$ cat src/rtl/core/ipmd_pkg.sv
`timescale 1ns / 1ps
// ----------------------------------------------------------------------------
// ipmd_pkg
// Shared widths, register indexes, reset values and control types of the
// incremental PI motor duty core.
// ----------------------------------------------------------------------------
package ipmd_pkg;

   localparam int unsigned MV_W         = 12;
   localparam int unsigned ERR_W        = 13;
   localparam int unsigned GAIN_W       = 16;
   localparam int unsigned BIAS_W       = 19;
   localparam int unsigned PCT_W        = 7;
   localparam int unsigned TERM_W       = 32;
   localparam int unsigned PROD_W       = GAIN_W + ERR_W;
   localparam int unsigned ACC_W        = TERM_W + 2;
   localparam int unsigned DUTY_OUT_W   = 14;
   localparam int unsigned DRIVE_OUT_W  = 19;
   localparam int unsigned REQ_DATA_W   = 24;
   localparam int unsigned RSP_FIELDS_W = DUTY_OUT_W + DRIVE_OUT_W + ERR_W;
   localparam int unsigned RSP_DATA_W   = 48;
   localparam int unsigned RSP_PAD_W    = RSP_DATA_W - RSP_FIELDS_W;
   localparam int unsigned CSR_IDX_W    = 3;
   localparam int unsigned CSR_DATA_W   = 32;

   localparam int unsigned DUTY_BITS_DEF = 13;
   localparam int unsigned FRAC_BITS_DEF = 12;

   localparam int unsigned PCT_FULL_INT = 100;
   localparam logic [PCT_W-1:0] PCT_FULL = PCT_W'(PCT_FULL_INT);

   localparam logic [CSR_IDX_W-1:0] REG_GAIN_NOW  = 3'd0;
   localparam logic [CSR_IDX_W-1:0] REG_GAIN_PREV = 3'd1;
   localparam logic [CSR_IDX_W-1:0] REG_BIAS      = 3'd2;
   localparam logic [CSR_IDX_W-1:0] REG_DEAD_ZONE = 3'd3;
   localparam logic [CSR_IDX_W-1:0] REG_CEILING   = 3'd4;

   localparam logic signed [GAIN_W-1:0] GAIN_NOW_RST  = 16'sd2496;
   localparam logic signed [GAIN_W-1:0] GAIN_PREV_RST = -16'sd2389;
   localparam logic [BIAS_W-1:0]        BIAS_RST      = 19'd184320;
   localparam logic [PCT_W-1:0]         DEAD_ZONE_RST = 7'd45;
   localparam logic [PCT_W-1:0]         CEILING_RST   = 7'd100;

   typedef struct packed {
      logic signed [GAIN_W-1:0] gain_now;
      logic signed [GAIN_W-1:0] gain_prev;
      logic [BIAS_W-1:0]        bias_q12;
      logic [PCT_W-1:0]         dead_zone_pct;
      logic [PCT_W-1:0]         ceiling_pct;
   } cfg_type;

   typedef enum logic [1:0] {
      SEL_NOW,
      SEL_PREV,
      SEL_SCALE
   } mul_sel_type;

   typedef struct packed {
      logic        load_in;
      mul_sel_type mul_sel;
      logic        acc_load;
      logic        term_update;
      logic        drive_load;
      logic        rsp_load;
   } cmd_type;

endpackage

$ cat src/rtl/core/ipmd_csr.sv
`timescale 1ns / 1ps
// ----------------------------------------------------------------------------
// ipmd_csr
// Configuration register file: gains, bias, dead zone and ceiling.
// ----------------------------------------------------------------------------
module ipmd_csr import ipmd_pkg::*; (
   input  logic                  clock,
   input  logic                  reset,
   input  logic                  csr_valid,
   output logic                  csr_ready,
   input  logic [CSR_IDX_W-1:0]  csr_index,
   input  logic [CSR_DATA_W-1:0] csr_data,
   output cfg_type               cfg
);

   cfg_type cfg_ff;
   cfg_type cfg_in;

   assign csr_ready = 1'b1;
   assign cfg       = cfg_ff;

   always_comb begin
      cfg_in = cfg_ff;
      if (csr_valid) begin
         unique case (csr_index)
            REG_GAIN_NOW:  cfg_in.gain_now      = csr_data[GAIN_W-1:0];
            REG_GAIN_PREV: cfg_in.gain_prev     = csr_data[GAIN_W-1:0];
            REG_BIAS:      cfg_in.bias_q12      = csr_data[BIAS_W-1:0];
            REG_DEAD_ZONE: cfg_in.dead_zone_pct = csr_data[PCT_W-1:0];
            REG_CEILING:   cfg_in.ceiling_pct   = csr_data[PCT_W-1:0];
            default:       cfg_in = cfg_ff;
         endcase
      end
   end

   always_ff @(posedge clock) begin
      if (reset) begin
         cfg_ff.gain_now      <= GAIN_NOW_RST;
         cfg_ff.gain_prev     <= GAIN_PREV_RST;
         cfg_ff.bias_q12      <= BIAS_RST;
         cfg_ff.dead_zone_pct <= DEAD_ZONE_RST;
         cfg_ff.ceiling_pct   <= CEILING_RST;
      end else begin
         cfg_ff <= cfg_in;
      end
   end

endmodule

$ cat src/rtl/core/ipmd_ctrl.sv
`timescale 1ns / 1ps
// ----------------------------------------------------------------------------
// ipmd_ctrl
// Sequencer: steps one sample through the shared multiplier and holds the
// result beat valid.
// ----------------------------------------------------------------------------
module ipmd_ctrl import ipmd_pkg::*; (
   input  logic    clock,
   input  logic    reset,
   input  logic    req_tvalid,
   output logic    req_tready,
   output logic    rsp_tvalid,
   input  logic    rsp_tready,
   output cmd_type cmd
);

   typedef enum logic [2:0] {
      ST_IDLE,
      ST_MUL_NOW,
      ST_MUL_PREV,
      ST_UPDATE,
      ST_CLAMP,
      ST_SCALE,
      ST_FIX
   } state_type;

   state_type state_ff;
   state_type state_in;
   logic      rsp_valid_ff;
   logic      rsp_valid_in;
   logic      out_free;

   assign req_tready = (state_ff == ST_IDLE);
   assign rsp_tvalid = rsp_valid_ff;
   assign out_free   = !rsp_valid_ff || rsp_tready;

   always_comb begin
      state_in         = state_ff;
      cmd.load_in      = 1'b0;
      cmd.mul_sel      = SEL_NOW;
      cmd.acc_load     = 1'b0;
      cmd.term_update  = 1'b0;
      cmd.drive_load   = 1'b0;
      cmd.rsp_load     = 1'b0;
      unique case (state_ff)
         ST_IDLE: begin
            if (req_tvalid) begin
               cmd.load_in = 1'b1;
               state_in    = ST_MUL_NOW;
            end
         end
         ST_MUL_NOW: begin
            cmd.mul_sel = SEL_NOW;
            state_in    = ST_MUL_PREV;
         end
         ST_MUL_PREV: begin
            cmd.mul_sel  = SEL_PREV;
            cmd.acc_load = 1'b1;
            state_in     = ST_UPDATE;
         end
         ST_UPDATE: begin
            cmd.term_update = 1'b1;
            state_in        = ST_CLAMP;
         end
         ST_CLAMP: begin
            cmd.drive_load = 1'b1;
            state_in       = ST_SCALE;
         end
         ST_SCALE: begin
            cmd.mul_sel = SEL_SCALE;
            state_in    = ST_FIX;
         end
         ST_FIX: begin
            // keep the duty product while the result register is busy
            cmd.mul_sel = SEL_SCALE;
            if (out_free) begin
               cmd.rsp_load = 1'b1;
               state_in     = ST_IDLE;
            end
         end
         default: state_in = ST_IDLE;
      endcase
   end

   always_comb begin
      if (cmd.rsp_load) begin
         rsp_valid_in = 1'b1;
      end else if (rsp_tready) begin
         rsp_valid_in = 1'b0;
      end else begin
         rsp_valid_in = rsp_valid_ff;
      end
   end

   always_ff @(posedge clock) begin
      if (reset) begin
         state_ff     <= ST_IDLE;
         rsp_valid_ff <= 1'b0;
      end else begin
         state_ff     <= state_in;
         rsp_valid_ff <= rsp_valid_in;
      end
   end

endmodule

$ cat src/rtl/core/ipmd_dp.sv
`timescale 1ns / 1ps
// ----------------------------------------------------------------------------
// ipmd_dp
// Datapath: error, shared multiplier, saturating PI term, dead zone and
// ceiling clamp, duty scaling by reciprocal with one correction step.
// ----------------------------------------------------------------------------
module ipmd_dp import ipmd_pkg::*; #(
   parameter int unsigned DUTY_BITS = DUTY_BITS_DEF,
   parameter int unsigned FRAC_BITS = FRAC_BITS_DEF
) (
   input  logic                  clock,
   input  logic                  reset,
   input  cfg_type               cfg,
   input  cmd_type               cmd,
   input  logic [REQ_DATA_W-1:0] req_tdata,
   output logic [RSP_DATA_W-1:0] rsp_tdata
);

   localparam int unsigned DRV_W    = (FRAC_BITS + PCT_W > DRIVE_OUT_W) ?
                                      FRAC_BITS + PCT_W : DRIVE_OUT_W;
   localparam int unsigned QW       = DUTY_BITS + 1;
   localparam int unsigned SCALE_SH = FRAC_BITS + PCT_W;
   localparam int unsigned QM       = (2 ** (DUTY_BITS + PCT_W)) / PCT_FULL_INT;
   localparam int unsigned QM_W     = $clog2(QM + 1);
   localparam int unsigned MA_W     = DRV_W + 1;
   localparam int unsigned MB_W     = (QM_W + 1 > ERR_W) ? QM_W + 1 : ERR_W;
   localparam int unsigned P_W      = MA_W + MB_W;
   localparam int unsigned CW       = DRV_W + DUTY_BITS + 2;

   logic signed [ERR_W-1:0]  err_ff;
   logic signed [ERR_W-1:0]  last_err_ff;
   logic signed [TERM_W-1:0] term_ff;
   logic signed [ACC_W-1:0]  acc_ff;
   logic signed [P_W-1:0]    prod_ff;
   logic [DRV_W-1:0]         drive_ff;
   logic [RSP_DATA_W-1:0]    rsp_tdata_ff;

   logic [MV_W-1:0]          sp;
   logic [MV_W-1:0]          ms;
   logic signed [MA_W-1:0]   mul_a;
   logic signed [MB_W-1:0]   mul_b;
   logic signed [P_W-1:0]    prod_in;
   logic signed [PROD_W-1:0] gprod;
   logic signed [ACC_W-1:0]  sum;
   logic signed [TERM_W-1:0] term_sat;
   logic signed [ACC_W-1:0]  bias_s;
   logic signed [ACC_W-1:0]  term_s;
   logic signed [ACC_W-1:0]  dsum;
   logic signed [ACC_W-1:0]  dz_s;
   logic signed [ACC_W-1:0]  ceil_s;
   logic [PCT_W-1:0]         ceil_pct;
   logic [DRV_W-1:0]         drive_in;
   logic [QW-1:0]            q0;
   logic [QW:0]              q1;
   logic [CW-1:0]            numer;
   logic [CW-1:0]            chk;
   logic [QW-1:0]            duty_fix;
   logic [31:0]              duty_x;

   assign sp = req_tdata[MV_W-1:0];
   assign ms = req_tdata[2*MV_W-1:MV_W];

   always_comb begin
      case (cmd.mul_sel)
         SEL_NOW: begin
            mul_a = MA_W'(cfg.gain_now);
            mul_b = MB_W'(err_ff);
         end
         SEL_PREV: begin
            mul_a = MA_W'(cfg.gain_prev);
            mul_b = MB_W'(last_err_ff);
         end
         SEL_SCALE: begin
            mul_a = MA_W'(drive_ff);
            mul_b = MB_W'(QM);
         end
         default: begin
            mul_a = '0;
            mul_b = '0;
         end
      endcase
   end

   assign prod_in = mul_a * mul_b;
   assign gprod   = prod_ff[PROD_W-1:0];
   assign sum     = acc_ff + ACC_W'(gprod);

   // saturate to signed 32 bits
   always_comb begin
      if ((~|sum[ACC_W-1:TERM_W-1]) || (&sum[ACC_W-1:TERM_W-1])) begin
         term_sat = sum[TERM_W-1:0];
      end else if (sum[ACC_W-1]) begin
         term_sat = {1'b1, {(TERM_W-1){1'b0}}};
      end else begin
         term_sat = {1'b0, {(TERM_W-1){1'b1}}};
      end
   end

   assign ceil_pct = (cfg.ceiling_pct > PCT_FULL) ? PCT_FULL : cfg.ceiling_pct;
   assign bias_s   = ACC_W'(cfg.bias_q12);
   assign term_s   = ACC_W'(term_ff);
   assign dsum     = bias_s + term_s;
   assign dz_s     = ACC_W'(cfg.dead_zone_pct) << FRAC_BITS;
   assign ceil_s   = ACC_W'(ceil_pct) << FRAC_BITS;

   always_comb begin
      if (dsum < dz_s) begin
         drive_in = '0;
      end else if (dsum > ceil_s) begin
         drive_in = ceil_s[DRV_W-1:0];
      end else begin
         drive_in = dsum[DRV_W-1:0];
      end
   end

   // reciprocal estimate is exact or one short
   assign q0       = prod_ff[SCALE_SH +: QW];
   assign q1       = (QW + 1)'(q0) + 1'b1;
   assign numer    = CW'(drive_ff) << DUTY_BITS;
   assign chk      = (CW'(q1) * CW'(PCT_FULL_INT)) << FRAC_BITS;
   assign duty_fix = (numer >= chk) ? q1[QW-1:0] : q0;
   assign duty_x   = 32'(duty_fix);

   always_ff @(posedge clock) begin
      if (reset) begin
         term_ff     <= '0;
         last_err_ff <= '0;
      end else if (cmd.term_update) begin
         term_ff     <= term_sat;
         last_err_ff <= err_ff;
      end
   end

   always_ff @(posedge clock) begin
      prod_ff <= prod_in;
      if (cmd.load_in) begin
         err_ff <= ERR_W'(sp) - ERR_W'(ms);
      end
      if (cmd.acc_load) begin
         acc_ff <= ACC_W'(term_ff) + ACC_W'(gprod);
      end
      if (cmd.drive_load) begin
         drive_ff <= drive_in;
      end
      if (cmd.rsp_load) begin
         rsp_tdata_ff <= {{RSP_PAD_W{1'b0}}, err_ff, drive_ff[DRIVE_OUT_W-1:0],
                          duty_x[DUTY_OUT_W-1:0]};
      end
   end

   assign rsp_tdata = rsp_tdata_ff;

endmodule

$ cat src/rtl/core/incremental_pi_motor_duty_core.sv
`timescale 1ns / 1ps
// ----------------------------------------------------------------------------
// incremental_pi_motor_duty_core
// Velocity-form PI controller turning a setpoint and a measurement into a
// clamped drive percentage and a PWM duty.
// ----------------------------------------------------------------------------
// A request beat passes MUL_NOW, MUL_PREV, UPDATE, CLAMP, SCALE and FIX; FIX
// loads the result register once it is free. One shared multiplier serves the
// two gain products, then the duty reciprocal; a new request is taken only in
// IDLE. The result register lets the next request in while a result waits.
// Reset (synchronous): PI term and previous error cleared, registers to defaults.
module incremental_pi_motor_duty_core import ipmd_pkg::*; #(
   parameter int unsigned DUTY_BITS = DUTY_BITS_DEF,
   parameter int unsigned FRAC_BITS = FRAC_BITS_DEF
) (
   input  logic                  clock,
   input  logic                  reset,
   input  logic                  req_tvalid,
   output logic                  req_tready,
   input  logic [REQ_DATA_W-1:0] req_tdata,   // setpoint_mv[11:0], measured_mv[23:12]
   output logic                  rsp_tvalid,
   input  logic                  rsp_tready,
   output logic [RSP_DATA_W-1:0] rsp_tdata,   // duty[13:0], drive_q12[32:14],
                                              // error_mv[45:33], zero pad
   input  logic                  csr_valid,
   output logic                  csr_ready,
   input  logic [CSR_IDX_W-1:0]  csr_index,
   input  logic [CSR_DATA_W-1:0] csr_data
);

   cfg_type cfg;
   cmd_type cmd;

   ipmd_csr u_csr (
      .clock     (clock),
      .reset     (reset),
      .csr_valid (csr_valid),
      .csr_ready (csr_ready),
      .csr_index (csr_index),
      .csr_data  (csr_data),
      .cfg       (cfg)
   );

   ipmd_ctrl u_ctrl (
      .clock      (clock),
      .reset      (reset),
      .req_tvalid (req_tvalid),
      .req_tready (req_tready),
      .rsp_tvalid (rsp_tvalid),
      .rsp_tready (rsp_tready),
      .cmd        (cmd)
   );

   ipmd_dp #(
      .DUTY_BITS (DUTY_BITS),
      .FRAC_BITS (FRAC_BITS)
   ) u_dp (
      .clock     (clock),
      .reset     (reset),
      .cfg       (cfg),
      .cmd       (cmd),
      .req_tdata (req_tdata),
      .rsp_tdata (rsp_tdata)
   );

endmodule

$ cat config.mk
export PLATFORM = sky130hd
export DESIGN_NAME = incremental_pi_motor_duty_core
export DESIGN_NICKNAME = d
export VERILOG_FILES = /design/src/rtl/core/ipmd_pkg.sv /design/src/rtl/core/ipmd_csr.sv /design/src/rtl/core/ipmd_ctrl.sv /design/src/rtl/core/ipmd_dp.sv /design/src/rtl/core/incremental_pi_motor_duty_core.sv
export SDC_FILE = /design/constraint.sdc
export NUM_CORES = 1
export LEC_CHECK = 0
export BUFFER_PORTS_ARGS = -buffer_cell sky130_fd_sc_hd__buf_2
export CORE_MARGIN = 2
export CORE_UTILIZATION = 55
export DETAILED_ROUTE_END_ITERATION = 8
export PLACE_DENSITY = 0.72
export SLEW_MARGIN = 10
export SYNTH_ARGS = -nofsm -noshare
export SYNTH_HDL_FRONTEND = slang
export SYNTH_SLANG_ARGS = --single-unit
$ cat constraint.sdc
create_clock -name clock -period 11.4 [get_ports clock]
set_clock_uncertainty 0.2 [all_clocks]
set_input_delay 2.28 -clock clock [delete_from_list [all_inputs] [get_ports clock]]
set_output_delay 2.28 -clock clock [all_outputs]
set_load 0.005 [all_outputs]
==> results of run 1 <==
==> cell type report <==
| class | instances | area (sq um) |
|---|---|---|
| fillers | 4327 | 19500 |
| flip-flops and latches | 258 | 6280 |
| repair buffers | 135 | 771 |
| clock inverters | 14 | 125 |
| well taps | 664 | 831 |
| diodes | 1 | 2.50 |
| clock buffers | 41 | 875 |
| multi-input cells | 2242 | 18800 |
| inverters | 458 | 1720 |
==> registers in the layout, summed over array words and instances (netlist names) <==
register           cells
u_csr.cfg             65
u_dp.term_ff          32
u_dp.last_err_ff      13
u_dp.err_ff           13
u_dp.drive_ff         19
u_ctrl.state_ff        3
u_dp.rsp_tdata        46
u_dp.prod_ff          33
u_dp.acc_ff           33
u_ctrl.rsp_tvalid      1
==> metal layers <==
layer	up-vias	wire [um]	GRT usage [%]
met5	-	0	0
li1	10300	-	-
met4	0	2920	11.2
met1	10900	30400	38.4
met2	792	35500	51.2
met3	159	5520	3.51
==> critical path: cells and delay by family (launching register included) <==
kind	cells	cell delay, ps
DFF	1	390
and+or+nand+nor	6	1330
xor gates and xnor gates	1	100
buffers and inverters	8	1170
adders and majority gates	7	3270
AOI/OAI and AO/OA	7	1980
==> cell usage after synthesis (20+ instances only) <==
library cell	instances	area, sq um
a21o_1	37	278
nor2_1	253	950
fa_1	289	5790
xor2_1	53	464
o21ai_0	98	490
and3_1	27	169
nand3_1	57	285
nand2_1	373	1400
o21a_1	39	293
and2_1	24	150
xnor2_1	88	771
dfxtp_1	147	2940
ha_1	264	3300
a21oi_1	170	851
inv_1	458	1720
mux2i_1	20	200
nand2b_1	32	200
a211oi_1	47	353
clkbuf_1	90	338
edfxtp_1	111	3330
nor2b_1	58	363
nor3_1	33	165
==> placed cells by master (no fill, tap or decap), types with 37 or more instances in the layout <==
| cell | synthesis | layout |
|---|---|---|
| a211oi_1 | 47 | 47 |
| a21o_1 | 37 | 37 |
| a21oi_1 | 170 | 170 |
| buf_2 | 7 | 97 |
| buf_4 | 4 | 38 |
| dfxtp_1 | 147 | 145 |
| edfxtp_1 | 111 | 111 |
| fa_1 | 289 | 289 |
| ha_1 | 264 | 264 |
| inv_1 | 458 | 458 |
| nand2_1 | 373 | 373 |
| nand3_1 | 57 | 57 |
| nor2_1 | 253 | 251 |
| nor2b_1 | 58 | 58 |
| o21a_1 | 39 | 39 |
| o21ai_0 | 98 | 96 |
| xnor2_1 | 88 | 88 |
| xor2_1 | 53 | 53 |
==> worst min-delay path by stage <==
stage / startpoint / endpoint / slack (ps) / cells past startpoint
after floorplan: u_csr.cfg[7] / u_csr.cfg[7] / 230 / 2
after global placement: u_dp.last_err_ff[3] / u_dp.last_err_ff[3] / 240 / 2
after detailed placement: u_csr.cfg[14] / u_csr.cfg[14] / 250 / 2
after CTS: u_csr.cfg[14] / u_csr.cfg[14] / 260 / 2
after global routing: u_dp.last_err_ff[12] / u_dp.last_err_ff[12] / 280 / 2
final: u_dp.last_err_ff[3] / u_dp.last_err_ff[3] / 260 / 2
==> cells by family (layout without fill, tap and decap cells) <==
| logic type | Yosys count | in the layout | share of synthesized area, % |
|---|---|---|---|
| other cells | 2 | 4 | 0.0277 |
| xor+xnor | 141 | 141 | 4.55 |
| mux | 27 | 27 | 1.03 |
| flops | 258 | 258 | 23.1 |
| buf+inv | 562 | 648 | 7.87 |
| compound gates | 586 | 586 | 14.3 |
| simple gates | 932 | 932 | 15.5 |
| fa+ha+maj | 553 | 553 | 33.5 |
==> per-stage QoR <==
stage	instance area [sq um]	setup WS, ps	util [%]
after floorplan	27100	2940	-
after global placement	28400	2840	58.0
after detailed placement	28400	2890	58.0
after CTS	29400	2860	60.1
after global routing	29400	2390	60.1
final	29400	2800	60.1
==> out/metrics.yaml, run 1 <==
cts.sinks: 258
cts_buffers: 30
cp.arrival_ps: 8840
crit_path_end: "u_dp.prod_ff[32]"
fp.dieH_um: 226
via_per_inst: 5.81
crit_top_cell: "fa_1"
dp_hpwl_mm: 59.2
crit_path_top_delay_cell: "o22a_1"
cts_htree_levels: 1
path_max_fanout: 37
hold_violations: 0
maxCapViolCount: 0
setup_viol: 0
status: "complete, no violations"
min_period_ps: 8600
io_pins: 115
final.period_utilization_pct: 75.4
finalMaxSlewViolations: 0
path_class: "flop to flop"
post_cts_resized: 0
cp_data_required_time_ps: 11640
cts_setup_buffers: 0
grt_max_degree: 72
drive_gt1_share_pct: 7.05
dpl.cell_count: 3757
clk_latency_ps: 580
grt_pass1_wl_mm: 118
routedWlPerCell_um: 19.5
synthArstFlopShare_pct: 0
rows: 81
synth_seq_cells: 258
antenna_found_initial: 2
cp-end-kind: "flop"
die_w_um: 226
synth_ff_type: "dfxtp_1"
holdBufCountCts: 0
yosysSeqAreaShare_pct: 23.1
first_iter_violations: 2113
worstReg2RegEnd: "u_dp.prod_ff[32]"
synth_area_per_cell_sq_um: 8.86
syn-instance-count: 3061
max_slew_margin_pct: 29.5
clock_path_buffers: 3
die-area_sq_mm: 0.0511
setup_tns_ps: 0
first_pass_iters: 5
cts_root_buffer: "clkbuf_16"
clkTransAtPathRegs_ps: 70
grt.total_usage_pct: 29.7
ff2ff_setup_slack_ps: 2800
yosysWarnings: 0
min_path_type: "flop to flop"
grt-ovfl-total: 0
area_growth_pct: 8.25
synth_cell_types: 80
crit_start: "u_ctrl.state_ff[2]"
hold_ws_ps: 261
port_buffers: 98
critPathLaunchType: "flop"
instances_no_fill: 3813
fin_nets: 3742
worstMarginPinSlew_ps: 1060
fmax_ghz: 0.116
drcViolationCount: 0
drt_wl_total_mm: 74.4
ant_nets: 0
cts_tree: "yes"
syn-cell-area_sq_mm: 0.0271
grt_pass1_vias: 22400
reg2reg_depth: 29
start_util_pct: 55.5
rsz0062_at_grt: "false"
synth-edff-count: 111
fp.coreArea_sq_mm: 0.0488
r2r_start: "u_ctrl.state_ff[2]"
vias: 22100
max_stage_delay_ps: 610
gp_congestion: 1.01
Power of run 1 is left out: the tool's default activity adds up to more than one toggle a clock period on the data nets, which glitch-free logic cannot reach.
==> inputs of run 2 (changes only) <==
- PLACE_DENSITY: 0.72 -> 0.75
- clock period: 11.4 -> 7.25 ns (I/O delays scaled with it)
==> run 2 against run 1 <==
  * Sequential cell count is the same
  * Core utilization rose by 4.3 points
  * First-iteration DRC count down 9.1%
  * Sequential share of layout area is 1.4 points lower
  * Fmax is 19% higher
  * Clock-buffer cell count rose by 3
  * Critical path type unchanged
==> out/metrics.yaml, run 2 (synthesis results as in run 1) <==
max_slew_margin_pct: 31.0  # +1.6 points
cts_root_buffer: "clkbuf_16"
fin_nets: 3943  # +5.4%
cp-end-kind: "flop"
first_iter_violations: 1920  # -9.1%
drive_gt1_share_pct: 15.1  # +8.1 points
path_max_fanout: 7  # -81%
via_per_inst: 5.85  # +0.70%
hold_violations: 0  # unchanged
cts_tree: "yes"
clk_latency_ps: 590  # about the same
crit_start: "u_ctrl.state_ff[2]"
routedWlPerCell_um: 20.0  # +2.4%
die-area_sq_mm: 0.0511  # unchanged
grt-ovfl-total: 0  # unchanged
dp_hpwl_mm: 64.1  # +8.2%
area_growth_pct: 16.0
dpl.cell_count: 3939  # +4.8%
layout_commonest_cell: "inv_1"
final.period_utilization_pct: 99.7  # +24 points
mostFrequentLayoutCells: "inv_1 (451), nand2_1 (373), fa_1 (280)"
fill_cells: 4032  # -6.8%
io_pins: 115  # unchanged
start_util_pct: 55.5  # unchanged
grt_pass1_wl_mm: 125  # +5.7%
setup_viol: 0  # unchanged
cts.sinks: 258  # unchanged
cp.arrival_ps: 7480  # -1360 ps
min_from: "u_csr.cfg[11]"
maxCapViolCount: 0  # unchanged
crit_path_top_delay_cell: "fa_1"
max_stage_delay_ps: 530  # -80 ps
drcViolationCount: 0  # unchanged
rsz0062_at_grt: "true"
cts_buffers: 30  # unchanged
cts_htree_levels: 1  # unchanged
largest_reg_flops: 65  # unchanged
vias: 23500  # +6.1%
fmax_ghz: 0.138  # +19%
finalMaxSlewViolations: 0  # unchanged
grt.total_usage_pct: 31.4  # +1.7 points
critPathLaunchType: "flop"
min_period_ps: 7230  # -1370 ps
min_path_type: "flop to flop"
die_w_um: 226  # unchanged
grt_pass1_vias: 23700  # +5.8%
clock_path_buffers: 3  # unchanged
gp_congestion: 0.993  # -1.9%
drt_wl_total_mm: 80.2  # +7.9%
ant_nets: 0  # unchanged
r2r_start: "u_ctrl.state_ff[2]"
port_buffers: 98  # unchanged
path_class: "flop to flop"
grt_max_degree: 72  # unchanged
rows: 81  # unchanged
fp.coreArea_sq_mm: 0.0488  # unchanged
status: "complete, no violations"
clkTransAtPathRegs_ps: 60  # about the same
crit_top_cell: "fa_1"
finish.utilization_pct: 64.4  # +4.3 points
antenna_found_initial: 4  # +2
first_pass_iters: 6  # +1
fp.dieH_um: 226  # unchanged
worstMarginPinSlew_ps: 1030  # -29.8 ps
instances_no_fill: 4016  # +5.3%
cp_data_required_time_ps: 7500  # -4140 ps
run 2: cell types whose count changed in the layout (fill, tap and decap cells not counted), moves of 9 or more:
cell / before / now
fa_2: 0 / 9
buf_4: 38 / 221
a21oi_1: 170 / 158
buf_12: 0 / 9
a21oi_2: 1 / 11
fa_1: 289 / 280
run 2: stage by stage:
stage	setup WS, ps	hold WS (ps)	instance area [sq um]	TNS (ps)
after floorplan	6.62	233	27200	0
after global placement	-196	245	29800	-394
after detailed placement	-281	257	29800	-651
after CTS	-29.1	267	30900	-29.1
after global routing	-159	291	31400	-522
final	19.3	265	31400	0
run 2: final cells by class:
type	count	area, sq um	area share, %
Clock inverter	11	116	0.370
Inverter	458	1720	5.47
Antenna cell	3	7.51	0.0239
Tap cell	664	831	2.64
Multi-Input combinational cell	2242	19200	60.9
Clock buffer	44	895	2.84
Timing Repair Buffer	336	2430	7.73
Sequential cell	258	6290	20.0
run 2: layer usage:
metal  vias up  global-route usage (%)  share of wire, %
met2      1005                    53.6                48
met4         0                    12.9               4.4
met1     11500                    40.3                40
li1      10700                       -                 -
met5         -                       0                 0
met3       218                    3.96               7.7
run 2: timing repair:
item                                    in CTS  in global routing
gates resized for setup                     28                 90
hold buffers                                 0                  0
pin swaps                                    4                 38
endpoints found under the setup margin       4                 20
hold endpoints to repair                     0                  0
buffers inserted                             2                 17
run 2: path summary, 6_finish.rpt:
path	slack (ps)	cells past startpoint	to
max	20	33	u_dp.prod_ff[32]
min	260	2	u_csr.cfg[11]
max reg2reg	20	33	u_dp.prod_ff[32]
min reg2reg	260	2	u_csr.cfg[11]
run 2: worst max-delay path, delay by kind of cell, from the launching register on:
family | cells | cell delay (ps)
XOR/XNOR | 1 | 90
AO/OA/AOI/OAI | 8 | 1440
flip-flops | 1 | 360
AND/OR/NAND/NOR | 5 | 450
adder cells (fa/ha/maj) | 7 | 3210
buffers and inverters | 12 | 1310
Power of run 2 is left out for the same reason.
